--- config.mk ---
export PLATFORM = sky130hd
export DESIGN_NAME = awslm_front
export DESIGN_NICKNAME = d
export VERILOG_FILES = /design/src/design/awslm_pkg.sv /design/src/design/awslm_front.sv
export SDC_FILE = /design/constraint.sdc
export NUM_CORES = 1
export LEC_CHECK = 0
export ABC_AREA = 0
export BUFFER_PORTS_ARGS = -buffer_cell sky130_fd_sc_hd__clkbuf_2
export CORE_UTILIZATION = 50
export DETAILED_ROUTE_END_ITERATION = 8
export PLACE_DENSITY = 0.77
export SETUP_SLACK_MARGIN = 0.4
export SLEW_MARGIN = 15
export SYNTH_ARGS = -nofsm -noshare
export SYNTH_HDL_FRONTEND = slang
export SYNTH_SLANG_ARGS = --single-unit
--- constraint.sdc ---
create_clock -name clock -period 1.6 [get_ports clock]
set_input_delay 0 -clock clock [delete_from_list [all_inputs] [get_ports clock]]
set_output_delay 0 -clock clock [all_outputs]
set_load 0.01 [all_outputs]
--- src/design/awslm_pkg.sv ---
package awslm_pkg;

   localparam int SAMPLE_BITS = 13;
   localparam int SECTIONS    = 3;
   localparam int TALLY_BITS  = 17;
   localparam int SEC_W       = (SECTIONS > 1) ? $clog2(SECTIONS) : 1;
   localparam int ZDEPTH      = 2 * SECTIONS;

   localparam int RMS_BITS    = 20;
   localparam int LEVEL_BITS  = 12;
   localparam int COUNT_BITS  = 17;
   localparam int COUNT_MAX   = 131071;

   localparam logic [31:0] DC_KEEP = 32'd16775538;
   localparam logic [15:0] DC_TAKE = 16'd1678;
   localparam logic [31:0] DB_PER_LOG2_Q16 = 32'd3945660;

   localparam logic [1:0] CSR_WIDE_ADC_MODE     = 2'd0;
   localparam logic [1:0] CSR_SLOPE_Q16         = 2'd1;
   localparam logic [1:0] CSR_REF_RMS_CENTI_MV  = 2'd2;
   localparam logic [1:0] CSR_REF_LEVEL_DECI_DB = 2'd3;

   localparam logic [2:0] TAP_B0 = 3'd0;
   localparam logic [2:0] TAP_B1 = 3'd1;
   localparam logic [2:0] TAP_B2 = 3'd2;
   localparam logic [2:0] TAP_A1 = 3'd3;
   localparam logic [2:0] TAP_A2 = 3'd4;

   typedef struct packed {
      logic [SAMPLE_BITS-1:0] sample;
      logic                   window_last;
   } awslm_item_type;

   typedef struct packed {
      logic        wide_adc_mode;
      logic [17:0] slope_q16;
      logic [19:0] ref_rms_centi_mv;
      logic [10:0] ref_level_deci_db;
   } awslm_cfg_type;

   typedef enum logic [4:0] {
      ST_IDLE, ST_DC, ST_X, ST_B0, ST_Y, ST_C1, ST_C3, ST_C2, ST_C4,
      ST_SQ, ST_ACC, ST_DIV, ST_NORM, ST_SQRT, ST_R100, ST_V, ST_CENTI,
      ST_LNORM, ST_LMUL, ST_LSTEP, ST_LNEXT, ST_LVL, ST_LVL2, ST_OUT
   } awslm_state_type;

   function automatic logic signed [31:0] coef(input logic [1:0] sec, input logic [2:0] tap);
      logic signed [31:0] c;
      c = '0;
      case (sec)
         2'd0: begin
            case (tap)
               TAP_B0:  c = 32'sd2219177;
               TAP_B1:  c = -32'sd4438354;
               TAP_B2:  c = 32'sd2219177;
               TAP_A1:  c = -32'sd8321025;
               TAP_A2:  c = 32'sd4126994;
               default: c = '0;
            endcase
         end
         2'd1: begin
            case (tap)
               TAP_B0:  c = 32'sd4194304;
               TAP_B1:  c = -32'sd8388608;
               TAP_B2:  c = 32'sd4194304;
               TAP_A1:  c = -32'sd7153427;
               TAP_A2:  c = 32'sd3003071;
               default: c = '0;
            endcase
         end
         2'd2: begin
            case (tap)
               TAP_B0:  c = 32'sd4194304;
               TAP_B1:  c = 32'sd8388608;
               TAP_B2:  c = 32'sd4194304;
               TAP_A1:  c = 32'sd3445889;
               TAP_A2:  c = 32'sd707755;
               default: c = '0;
            endcase
         end
         default: c = '0;
      endcase
      return c;
   endfunction

   function automatic logic signed [39:0] sat40(input logic signed [47:0] v);
      logic signed [39:0] r;
      if (v > 48'sd549755813887) begin
         r = 40'sh7F_FFFF_FFFF;
      end else if (v < -48'sd549755813888) begin
         r = 40'sh80_0000_0000;
      end else begin
         r = v[39:0];
      end
      return r;
   endfunction

endpackage

--- src/design/awslm_front.sv ---
module awslm_front (
   input  logic                     clock,
   input  logic                     reset,
   input  logic                     req_valid,
   output logic                     req_stall,
   input  awslm_pkg::awslm_item_type req_item,
   output logic                     q_valid,
   output awslm_pkg::awslm_item_type q_item,
   input  logic                     q_pop
);
   import awslm_pkg::*;

   awslm_item_type slot_ff [2];
   logic           wr_ptr_ff, wr_ptr_in;
   logic           rd_ptr_ff, rd_ptr_in;
   logic [1:0]     fill_ff, fill_in;
   logic           push;

   assign req_stall = (fill_ff == 2'd2);
   assign push      = req_valid && !req_stall;
   assign q_valid   = (fill_ff != 2'd0);
   assign q_item    = slot_ff[rd_ptr_ff];

   always_comb begin
      wr_ptr_in = push ? ~wr_ptr_ff : wr_ptr_ff;
      rd_ptr_in = q_pop ? ~rd_ptr_ff : rd_ptr_ff;
      fill_in   = fill_ff + (push ? 2'd1 : 2'd0) - (q_pop ? 2'd1 : 2'd0);
   end

   always_ff @(posedge clock) begin
      if (reset) begin
         wr_ptr_ff <= 1'b0;
         rd_ptr_ff <= 1'b0;
         fill_ff   <= 2'd0;
      end else begin
         wr_ptr_ff <= wr_ptr_in;
         rd_ptr_ff <= rd_ptr_in;
         fill_ff   <= fill_in;
      end
   end

   always_ff @(posedge clock) begin
      if (push) begin
         slot_ff[wr_ptr_ff] <= req_item;
      end
   end

endmodule

[Word level (Yosys, flattened, before mapping)]
Memory sizes are Yosys's and may differ from the RTL's. A register that Yosys moved wholly into a read port is not among the register bits.
Cells that the tools add are included.
Operators by class
  $add $sub $neg: 2
  equal/unequal tests: 1
  multiplexer cells: 6
  bitwise operators: 2
  reductions and logical operators: 3
Operator list (number)
  $mux 1: 6
  $add 2x1->2: 1
  $eq 2x2->1 const B: 1
  $not 1->1: 2
  $reduce_bool 2->1: 1
  $sub 2x1->2: 1
  $logic_and 1x1->1: 1
  $logic_not 1->1: 1
Word-level totals
  register bits: 4
  memory bits (writable): 28
  bits of input ports: 18
  output and inout bits: 16
  memories: 1
Memories
  slot_ff: words 2, bits a word 14, read ports 1, clocked after Yosys merged registers in 1, write ports 1, RTL line awslm_front.sv:13  | awslm_item_type slot_ff [2];

[Longest topological paths before layout]
Gate-level depths: netlist of run 1.
  depth after elaboration: 6
  mapped depth: 8
  mapped depth without buffers: 8

[Least setup slack after synthesis of run 1]
OpenSTA, ideal clock, no wires.
  path kind: flip-flop to flip-flop
  start: register fill_ff[0]
  end: memory slot_ff[0][0] (netlist name) (enable)
  library setup time: 0.354 ns
  data arrival time: 1.121 ns
  slack: 0.125 ns
  stages on the path, launching flop included: 5
  path buffers: 0
  period minus slack after synthesis: 1.475 ns
  cells stage by stage: dfxtp_1 > nand2b_2 > inv_2 > or3_1 > inv_1
Between the ends
  longest elaborated chain between the ends: 5
Ends and longest elaborated chain
  start: declaration: RTL line awslm_front.sv:16  | logic [1:0] fill_ff, fill_in;
  start signal: assignment: RTL line awslm_front.sv:38  | fill_ff <= fill_in;
  $eq 2x2->1: RTL line awslm_front.sv:19  | assign req_stall = (fill_ff == 2'd2);
  via req_stall: RTL line awslm_front.sv:5  | output logic req_stall,
  $logic_not 1->1: RTL line awslm_front.sv:20  | assign push = req_valid && !req_stall;
  $logic_and 1x1->1: RTL line awslm_front.sv:20
  $mux 1: RTL line awslm_front.sv:43  | if (push) begin
  $mux 1 (not written as such): RTL line awslm_front.sv:44  | slot_ff[wr_ptr_ff] <= req_item;
  end: declaration: RTL line awslm_front.sv:13
The timed path passes the listed nets, and every way through them passes these cells.

[Worst setup path after layout of run 1]
  start: register fill_ff[0]
  end: register fill_ff[1]
Between the ends
  longest elaborated chain between the ends: 6
Ends and longest elaborated chain
  $eq 2x2->1: RTL line awslm_front.sv:19
  $logic_not 1->1: RTL line awslm_front.sv:20
  $logic_and 1x1->1: RTL line awslm_front.sv:20
  $mux 1: RTL line awslm_front.sv:27  | fill_in = fill_ff + (push ? 2'd1 : 2'd0) - (q_pop ? 2'd1 : 2'd0);
  $add 2x1->2 (*): RTL line awslm_front.sv:27
  $sub 2x1->2 (*): RTL line awslm_front.sv:27
Mark *: on every way between the ends. The rest lies on a longest branch, timed or not.
A chain may end at the register's enable or synchronous reset.

==> reports/results.ini, run 1 <==
[run_status]
outcome = complete, no violations

[critical_path]
worst-endpoint-arrival_ns = 1.72
crit_top_cell = sky130_fd_sc_hd__ha_4
worstSetupEndpointType = flip-flop
crit_path_start_kind = flip-flop
cp_cell_sequence = nand2b_4 > nand2_4 > ha_4 > inv_2 > ha_4 > xor2_2 > xnor2_1 > nor2_1
cpMaxStageDelayCell = sky130_fd_sc_hd__dfxtp_2
crit_path_max_incr_delay_ns = 0.34
cp.buffers_inverters = 1
critical-path-top-delay-family = adder cells
worst-path-max-fanout = 3
worstSetupPathType = flip-flop to flip-flop
critical_path_required_ns = 1.81

[yosys]
synth.mux.area_fraction_pct = 12.8
post_synth_instance_area_um2 = 1230
synth_warnings = 0
synth_area_per_cell_um2 = 18.1
synthSimpleGateAreaFrac_pct = 4.06
ys_seq_area_share_pct = 76.3
main_combinational_cell_family_by_area_after_synthesis = multiplexers
netlist-cell-type-count = 18
synth_fa_ha_area_share_pct = 2.03
synth_xor_area_share_pct = 2.13
synthesis.nets = 88
syn-instance-count = 68
synth.ff_latch_count = 33
compound_cell_area_share_of_the_yosys_netlist_pct = 0.812

[die]
die_w_um = 51.6
chipHeight_um = 51.6
coreArea_um2 = 2280
fp.dieArea_um2 = 2670
num_rows = 17
io_pins = 34
initial_core_util_pct = 54.2

[final_layout]
final_cell_area_um2 = 1890
nets = 147
num-fill-cells = 123
drive_above_1_share_pct = 55.5
area_delta_synth_final_pct = 53.6
num_antenna_cells = 0

[routing]
detail_route.wl_per_cell_um = 13.4
initialDrtViolationCount = 11
via_density_per_instance = 4.87
remaining_drc_errors = 0
drt_pass1_iterations = 4
ant_nets = 0
drt_wirelength_um = 2090
route.vias.total = 760

[placement]
placedInstanceArea_um2 = 1460
dp_wirelength_um = 1250
gp_congestion = 0.603
io_buffers = 33
pre_cts_ws_ns = 0.141

[timing]
skew_ns = 0.0123
final_period_demand_of_the_worst_path_ns = 1.50
final_hold_viol_count = 0
finalSetupViolations = 0
achievable-frequency_mhz = 666
slew_viol_final = 0
final.setup.tns_ns = 0
grt_setup_unrepaired = yes
timing.final.crit_share_pct = 93.9
timing_worst_slew_pin_value_ns = 0.326
final_critical_path_setup_slack_ns = 0.0984
timing.max_slew.rel_slack_pct = 78.3

[pwr]
power_leakage_nw = 0.775
total_power_mw = 2.28
ir_drop_mv = 1.11
internal-power_mw = 1.70
switchingPower_mw = 0.580
netSwitchingFraction_pct = 25.4
p_clk_share_pct = 19.7
pwr-share-seq_pct = 49.6
power.share.combinational_pct = 30.6
power.density_nw_per_um2 = 1210

[clock_network]
cts-root-to-sink-buffers = 2
clock_tree_from_tritoncts = yes
tritoncts_buffers = 5
cts.clk_slew.worst_paths_ns = 0.09
cts_root_buffer = sky130_fd_sc_hd__clkbuf_4
clkLatencyLatePin_ns = 0.32
clock_sinks = 33
ctsHtreeMaxLevel = 2

[min_path]
worst_hold_class = input port to flip-flop

[grt]
grt_pass1_wl_um = 3230
grt_pass1_vias = 793
grt_use_total_pct = 18.3
antenna_found_initial = 0
globalRouteOverflowTotal = 0
grt_max_degree = 15

[job]
drv_cap = 0

-- placed cells by master (no fill, tap or decap), drive strengths merged --
cell and n:
edfxtp 28, mux2 14, and3 1, o21ai 1, buf 17, nor2 3
dlygate4sd3 16, ha 2, a21oi 1, nand2 1, or2 1, clkinvlp 1
xnor2 2, or3 1, dfxtp 5, xor2 1, clkbuf 28, inv 3
nand2b 1, nor2b 1
-- power by group through the flow --
stage          clock (mW)  combinational [mW]  sequential (mW)
2_1_floorplan           0               0.295             1.13
3_3_place_gp            0               0.433             1.13
3_5_place_dp            0               0.444             1.14
4_1_cts             0.466               0.598             1.13
5_1_grt             0.499               0.748             1.14
6_report            0.451               0.699             1.13
-- cell type report --
type                    count  area [µm²]  share of cell area [%]
well taps                  28        35.0                    1.85
inverters                   4        18.8                   0.991
clock buffers               8        58.8                    3.11
repair buffers             53         464                    24.5
multi-input cells          30         372                    19.6
flip-flops and latches     33         945                    49.9
-- per-stage QoR --
step                hold WS [ns]  std cells  utilization (%)
floorplan                 0.0642         68                -
global placement           0.190        130             63.9
detailed placement         0.194        130             63.9
CTS                       0.0750        156             79.1
global route               0.108        156             83.2
finish                     0.119        156             83.2
-- synthesized netlist by cell type --
library cell | n | share of area, %
sky130_fd_sc_hd__a21oi_1 | 1 | 0.41
sky130_fd_sc_hd__and3_2 | 1 | 0.61
sky130_fd_sc_hd__buf_4 | 1 | 0.61
sky130_fd_sc_hd__dfxtp_1 | 5 | 8.1
sky130_fd_sc_hd__edfxtp_1 | 28 | 68
sky130_fd_sc_hd__ha_1 | 2 | 2.0
sky130_fd_sc_hd__inv_1 | 3 | 0.91
sky130_fd_sc_hd__inv_2 | 1 | 0.30
sky130_fd_sc_hd__mux2_2 | 14 | 13
sky130_fd_sc_hd__nand2_1 | 1 | 0.30
sky130_fd_sc_hd__nand2b_2 | 1 | 0.71
sky130_fd_sc_hd__nor2_1 | 3 | 0.91
sky130_fd_sc_hd__nor2b_1 | 1 | 0.51
sky130_fd_sc_hd__o21ai_0 | 1 | 0.41
sky130_fd_sc_hd__or2_2 | 1 | 0.51
sky130_fd_sc_hd__or3_1 | 1 | 0.51
sky130_fd_sc_hd__xnor2_1 | 2 | 1.4
sky130_fd_sc_hd__xor2_1 | 1 | 0.71
-- timing repair --
item,4_1_cts,5_1_grt
buffers inserted,2,0
pin swaps,4,0
hold endpoints to repair,33,0
resized for setup,25,29
endpoints found under the setup margin,44,45
hold buffers,16,0
-- worst register-to-register path: stages, from the launching register on --
cell and delay (ns):
sky130_fd_sc_hd__dfxtp_2 0.34, sky130_fd_sc_hd__nand2b_4 0.14, sky130_fd_sc_hd__nand2_4 0.06, sky130_fd_sc_hd__ha_4 0.25, sky130_fd_sc_hd__inv_2 0.04, sky130_fd_sc_hd__ha_4 0.15, sky130_fd_sc_hd__xor2_2 0.15, sky130_fd_sc_hd__xnor2_1 0.20
sky130_fd_sc_hd__nor2_1 0.07
-- worst paths after layout --
path              slack, ns        from  depth (start not counted)    endpoint
setup / recovery        0.1  fill_ff[0]                          8  fill_ff[1]
hold / removal         0.12   req_valid                          4   wr_ptr_ff
hold reg to reg        0.51   wr_ptr_ff                          2   wr_ptr_ff
setup reg to reg        0.1  fill_ff[0]                          8  fill_ff[1]
-- logic make-up after synthesis --
| logic type | Yosys count |
|---|---|
| AO/OA/AOI/OAI | 2 |
| XOR/XNOR | 3 |
| adder cells (fa/ha/maj) | 2 |
| buffers and inverters | 5 |
| flip-flops | 33 |
| multiplexers | 14 |
| AND/OR/NAND/NOR | 9 |
-- registers in the layout, summed over array words and instances (netlist names), named ones only --
signal and cells:
slot_ff 28, wr_ptr_ff 1, fill_ff 2, rd_ptr_ff 1
-- routing by layer --
layer  up-vias  GRT usage, %  wire length, µm
met1       363          17.7              772
met5         -             0                0
met3         4          7.60               97
met2        24          32.9             1180
li1        369             -                -
met4         0          9.46               40
No activity file was read; power rests on OpenSTA's default activity.
==> run 2: changes to the inputs <==
BUFFER_PORTS_ARGS = unset   (was -buffer_cell sky130_fd_sc_hd__clkbuf_2)
CORE_UTILIZATION = 56   (was 50)
DONT_BUFFER_PORTS = 1   (was unset)
PLACE_DENSITY = 0.71   (was 0.77)
SETUP_SLACK_MARGIN = 0.2   (was 0.4)
==> run 2 against run 1 <==
- utilization shrank 4.7 points
- first-iteration DRC count fell by 27%
- register-to-register slack barely moved
- critical path depth is 2 lower
- clock power fell by 6.0%
- worst setup slack better by 0.0024 ns
- critical endpoint is now slot_ff[0][11]
- largest power group unchanged
==> reports/results.ini, run 2 (synthesis gave the netlist of run 1 again) <==
[run_status]
outcome = complete, no violations

[timing]
timing_worst_slew_pin_value_ns = 0.339  ; +0.0126 ns
skew_ns = 0.0101  ; -0.00226 ns
final_critical_path_setup_slack_ns = 0.101  ; +0.00242 ns
final_period_demand_of_the_worst_path_ns = 1.50  ; -0.00242 ns
slew_viol_final = 0  ; unchanged
grt_setup_unrepaired = yes
final_hold_viol_count = 0  ; unchanged
achievable-frequency_mhz = 667  ; +0.16%
final.setup.tns_ns = 0  ; unchanged
timing.final.crit_share_pct = 93.7  ; -0.15 points
timing.max_slew.rel_slack_pct = 77.4  ; -0.84 points
finalSetupViolations = 0  ; unchanged

[die]
initial_core_util_pct = 61.0  ; +6.8 points
io_pins = 34  ; unchanged
die_w_um = 48.9  ; -5.3%
fp.dieArea_um2 = 2390  ; -10%
coreArea_um2 = 2020  ; -11%
chipHeight_um = 48.9  ; -5.3%
num_rows = 16  ; -1

[min_path]
worst_hold_class = input port to flip-flop

[grt]
grt_pass1_vias = 688  ; -13%
grt_use_total_pct = 18.0  ; -0.38 points
grt_pass1_wl_um = 2880  ; -11%
grt_max_degree = 15  ; unchanged
globalRouteOverflowTotal = 0  ; unchanged
antenna_found_initial = 0  ; unchanged

[clock_network]
clkLatencyLatePin_ns = 0.32  ; about the same
cts-root-to-sink-buffers = 2  ; unchanged
ctsHtreeMaxLevel = 2  ; unchanged
clock_sinks = 33  ; unchanged
tritoncts_buffers = 5  ; unchanged
cts_root_buffer = sky130_fd_sc_hd__clkbuf_4
cts.clk_slew.worst_paths_ns = 0.10  ; about the same
clock_tree_from_tritoncts = yes

[routing]
drt_pass1_iterations = 2  ; -2
detail_route.wl_per_cell_um = 15.1  ; +12%
drt_wirelength_um = 1900  ; -9.4%
initialDrtViolationCount = 8  ; -3
ant_nets = 0  ; unchanged
route.vias.total = 642  ; -16%
remaining_drc_errors = 0  ; unchanged
via_density_per_instance = 5.10  ; +4.6%

[final_layout]
layout_top_registers = slot_ff: 28 flops, fill_ff: 2 flops
area_delta_synth_final_pct = 28.8
final_util_pct = 78.5  ; -4.7 points
nets = 118  ; -20%
layout_commonest_cell = sky130_fd_sc_hd__edfxtp_1
largest_register_ff_count = 28  ; unchanged
largest_register = slot_ff
drive_above_1_share_pct = 38.4  ; -17 points
most-common-layout-cells = 28 x sky130_fd_sc_hd__edfxtp_1, 19 x sky130_fd_sc_hd__dlygate4sd3_1, 14 x sky130_fd_sc_hd__mux2_2, 5 x sky130_fd_sc_hd__clkbuf_4, 4 x sky130_fd_sc_hd__buf_4
final_cell_area_um2 = 1590  ; -16%
num_antenna_cells = 0  ; unchanged

[pwr]
power.density_nw_per_um2 = 1280  ; +5.9%
ir_drop_mv = 1.12  ; +0.65%
power_leakage_nw = 0.572  ; -26%

[placement]
dp_wirelength_um = 1080  ; -13%
placedInstanceArea_um2 = 1270  ; -13%
gp_congestion = 0.718  ; +19%
io_buffers = 0  ; -100%
pre_cts_ws_ns = 0.0997  ; -0.0412 ns

[critical_path]
cp.buffers_inverters = 4  ; +3
worst-path-max-fanout = 14  ; +11
worst-endpoint-arrival_ns = 1.54  ; -0.18 ns
crit_path_max_incr_delay_ns = 0.34  ; about the same
crit_path_start_kind = flip-flop
cp_cell_sequence = nand2b_4 > buf_4 > inv_2 > or3_4 > clkinvlp_4 > buf_12
cpMaxStageDelayCell = sky130_fd_sc_hd__dfxtp_2
critical_path_required_ns = 1.64  ; -0.17 ns
worstSetupPathType = flip-flop to flip-flop
worstSetupEndpointType = flip-flop
critical-path-top-delay-family = simple AND/OR/NAND/NOR gates

[job]
drv_cap = 0  ; unchanged

run 2: worst paths after layout:
| kind | cells after the start | slack (ns) | end | start |
|---|---|---|---|---|
| hold reg to reg | 2 | 0.52 | wr_ptr_ff | wr_ptr_ff |
| setup / recovery | 6 | 0.10 | slot_ff[0][11] | fill_ff[0] |
| hold / removal | 4 | 0.03 | fill_ff[1] | req_valid |
| setup reg to reg | 6 | 0.10 | slot_ff[0][11] | fill_ff[0] |
run 2: final cells by class:
| type | count | area, µm² |
|---|---|---|
| Clock inverter | 2 | 10.0 |
| Tap cell | 27 | 33.8 |
| Fill cell | 121 | 434 |
| Clock buffer | 6 | 41.3 |
| Timing Repair Buffer | 24 | 240 |
| Inverter | 4 | 18.8 |
| Multi-Input combinational cell | 30 | 297 |
| Sequential cell | 33 | 947 |
run 2: layer usage:
layer	vias to the layer above	track usage [%]	wire length, µm
li1	308	-	-
met1	305	16.1	734
met2	25	30.6	1020
met3	4	9.35	106
met4	0	12.7	39
met5	-	0	0
run 2: metrics by stage:
step | power, mW | hold slack, ns | cells
2_1_floorplan | 1.40 | 0.0691 | 68
3_3_place_gp | 1.45 | 0.0720 | 95
3_5_place_dp | 1.46 | 0.0756 | 95
4_1_cts | 1.98 | -0.287 | 121
5_1_grt | 2.13 | 0.0321 | 126
6_report | 2.03 | 0.0320 | 126
run 2: timing repair:
item,in CTS,in global routing
setup endpoints to repair,22,23
gates resized for setup,4,5
endpoints found under the hold margin,33,3
buffers inserted,2,2
hold buffers,16,3
pin swaps,1,4
run 2: power by group:
part / total, mW / switching, mW / internal (mW)
Clock: 0.424 / 0.256 / 0.167
Combinational: 0.474 / 0.229 / 0.245
Sequential: 1.13 / 0.0518 / 1.08
run 2: worst reg2reg max path: cells and delay by family (launching register included):
family | cells | cell delay, ns
and+or+nand+nor | 2 | 0.48
buffers and inverters | 4 | 0.39
DFF | 1 | 0.34
==> run 3: changes to the inputs <==
CORE_UTILIZATION = 53   (was 56)
PLACE_DENSITY = 0.68   (was 0.71)
==> run 3 against run 2 <==
- routed wire length down 2.3%
- worst setup slack better by 0.093 ns
- critical path depth up 2
- final cell count unchanged
- largest cell class unchanged
- via count down 1.1%
- combinational power about the same
- non-clock buffer count down 1
- clock-buffer cell count down 1
- worst hold slack worse by 0.0063 ns
==> reports/results.ini, run 3 (synthesis gave the netlist of run 1 again) <==
[routing]
drt_wirelength_um = 1850  ; -2.3%
route.vias.total = 635  ; -1.1%
via_density_per_instance = 5.04  ; -1.1%
detail_route.wl_per_cell_um = 14.7  ; -2.3%
ant_nets = 0  ; unchanged
drt_pass1_iterations = 4  ; +2
initialDrtViolationCount = 19  ; +11
remaining_drc_errors = 0  ; unchanged

[final_layout]
layout_top_registers = slot_ff: 28 flops, fill_ff: 2 flops
largest_register_ff_count = 28  ; unchanged
nets = 117  ; -0.85%
area_delta_synth_final_pct = 30.5
drive_above_1_share_pct = 40.8  ; +2.4 points
layoutNonFillerInstCount = 126  ; unchanged
layout_commonest_cell = sky130_fd_sc_hd__edfxtp_1
most-common-layout-cells = 28 x sky130_fd_sc_hd__edfxtp_1, 19 x sky130_fd_sc_hd__dlygate4sd3_1, 14 x sky130_fd_sc_hd__mux2_2, 5 x sky130_fd_sc_hd__clkbuf_4
largest_register = slot_ff
num_antenna_cells = 0  ; unchanged

[pwr]
power.density_nw_per_um2 = 1280  ; about the same
ir_drop_mv = 0.987  ; -11%
power_leakage_nw = 0.570  ; -0.40%

[die]
die_w_um = 50.2  ; +2.7%
coreArea_um2 = 2210  ; +9.4%
num_rows = 17  ; +1
chipHeight_um = 50.2  ; +2.7%
io_pins = 34  ; unchanged
fp.dieArea_um2 = 2520  ; +5.4%
initial_core_util_pct = 55.7  ; -5.2 points

[run_status]
outcome = complete, no violations

[grt]
grt_pass1_vias = 669  ; -2.8%
grt_pass1_wl_um = 2900  ; +0.69%
grt_max_degree = 15  ; unchanged
antenna_found_initial = 0  ; unchanged
globalRouteOverflowTotal = 0  ; unchanged
grt_use_total_pct = 16.9  ; -1.1 points

[job]
drv_cap = 0  ; unchanged

[clock_network]
clock_sinks = 33  ; unchanged
cts.clk_slew.worst_paths_ns = 0.10  ; about the same
clkLatencyLatePin_ns = 0.33  ; about the same
ctsHtreeMaxLevel = 2  ; unchanged
cts_root_buffer = sky130_fd_sc_hd__clkbuf_4
clock_tree_from_tritoncts = yes
cts-root-to-sink-buffers = 2  ; unchanged
tritoncts_buffers = 5  ; unchanged

[critical_path]
timing.rr.start = fill_ff[0]
crit_path_max_incr_delay_ns = 0.34  ; about the same
r2r.worst_path.cells = 8  ; +2
worstSetupEndpointType = flip-flop
crit_top_cell = sky130_fd_sc_hd__ha_4
critical-path-top-delay-family = adder cells
worst-path-max-fanout = 3  ; -11
critical_path.reg2reg.endpoint = fill_ff[1]
crit_path_start_kind = flip-flop
critical_path_required_ns = 1.83  ; +0.19 ns
worst-endpoint-arrival_ns = 1.64  ; +0.10 ns
cp_cell_sequence = nand2b_4 > nand2_4 > ha_4 > inv_2 > ha_4 > xor2_2 > xnor2_1 > nor2_1
cpMaxStageDelayCell = sky130_fd_sc_hd__dfxtp_2
cp.buffers_inverters = 1  ; -3
cp_num_cells = 8  ; +2
worstSetupPathType = flip-flop to flip-flop
worst_setup_path_endpoint = fill_ff[1]
r2r_slack_ns = 0.19  ; +0.09 ns
crit_path_start = fill_ff[0]

[placement]
io_buffers = 0  ; unchanged
pre_cts_ws_ns = 0.0990  ; -0.000688 ns
placed_insts = 96  ; +1.1%
gp_congestion = 0.594  ; -17%

[timing]
grt_setup_unrepaired = yes
timing.max_slew.rel_slack_pct = 75.8  ; -1.6 points
achievable-frequency_mhz = 711  ; +6.6%
final.setup.tns_ns = 0  ; unchanged
slew_viol_final = 0  ; unchanged
timing.final.crit_share_pct = 87.9  ; -5.8 points
skew_ns = 0.0121  ; +0.00200 ns
final_period_demand_of_the_worst_path_ns = 1.41  ; -0.0930 ns
timing_worst_slew_pin_value_ns = 0.363  ; +0.0247 ns
final_critical_path_setup_slack_ns = 0.194  ; +0.0930 ns
finalSetupViolations = 0  ; unchanged
final_hold_viol_count = 0  ; unchanged

[min_path]
worst_hold_class = input port to flip-flop
hold_path_depth = 4  ; unchanged

[run 3: cell count changes in the layout (fill, tap and decap cells not counted), sizes merged]
cell	previous run	this run
clkinvlp	1	2
clkbuf	6	5
buf	5	4
[run 3: metal layers]
metal  share of wire, %  wire [µm]  vias up  GRT usage (%)
met2                 48        898       25           26.0
met1                 41        768      299           19.6
met3                7.8        145        5           5.15
met5                  0          0        -              0
li1                   -          -      306              -
met4                2.2         41        0           12.9
[run 3: stage by stage]
stage	power [mW]	hold WS [ns]	area, µm²	util (%)
after floorplan	1.40	0.0691	1240	-
final	2.05	0.0257	1610	72.7
after CTS	2.05	0.0102	1600	72.2
after global placement	1.45	0.0724	1270	57.5
after detailed placement	1.46	0.0747	1270	57.5
after global routing	2.16	0.00534	1610	72.7
[run 3: worst reg2reg max path, stage by stage (launching register included)]
cell and delay [ns]:
sky130_fd_sc_hd__dfxtp_2 0.34, sky130_fd_sc_hd__nand2b_4 0.14, sky130_fd_sc_hd__nand2_4 0.06, sky130_fd_sc_hd__ha_4 0.26, sky130_fd_sc_hd__inv_2 0.04, sky130_fd_sc_hd__ha_4 0.15
sky130_fd_sc_hd__xor2_2 0.14, sky130_fd_sc_hd__xnor2_1 0.13, sky130_fd_sc_hd__nor2_1 0.06
[run 3: layout make-up]
class,count,area [µm²]
well taps,28,35.0
clock buffers,5,37.5
fillers,163,604
repair buffers,23,233
clock inverters,3,17.5
multi-input cells,30,319
flip-flops and latches,33,947
inverters,4,18.8
[run 3: power breakdown]
group	leakage, nW	total, mW	switching [mW]	internal [mW]
clock network	0.0310	0.446	0.281	0.165
logic	0.235	0.477	0.233	0.244
registers	0.304	1.13	0.0507	1.08
total	0.570	2.05	0.565	1.49
[run 3: how the worst min path moves through the flow]
stage	from	endpoint	slack, ns
final	req_valid	fill_ff[1]	0.03
after detailed placement	reset	fill_ff[0]	0.07
after global routing	req_valid	fill_ff[1]	0.005
after global placement	reset	wr_ptr_ff	0.07
after floorplan	reset	wr_ptr_ff	0.07
after CTS	req_valid	fill_ff[1]	0.01
[run 3: what timing repair did]
| action | 4_1_cts | 5_1_grt |
|---|---|---|
| buffers inserted | 3 | 0 |
| pin swaps | 4 | 1 |
| gates resized for setup | 11 | 2 |
| endpoints found under the hold margin | 33 | 0 |
| cloned | 0 | 0 |
| hold buffers | 19 | 0 |
| setup endpoints to repair | 23 | 23 |
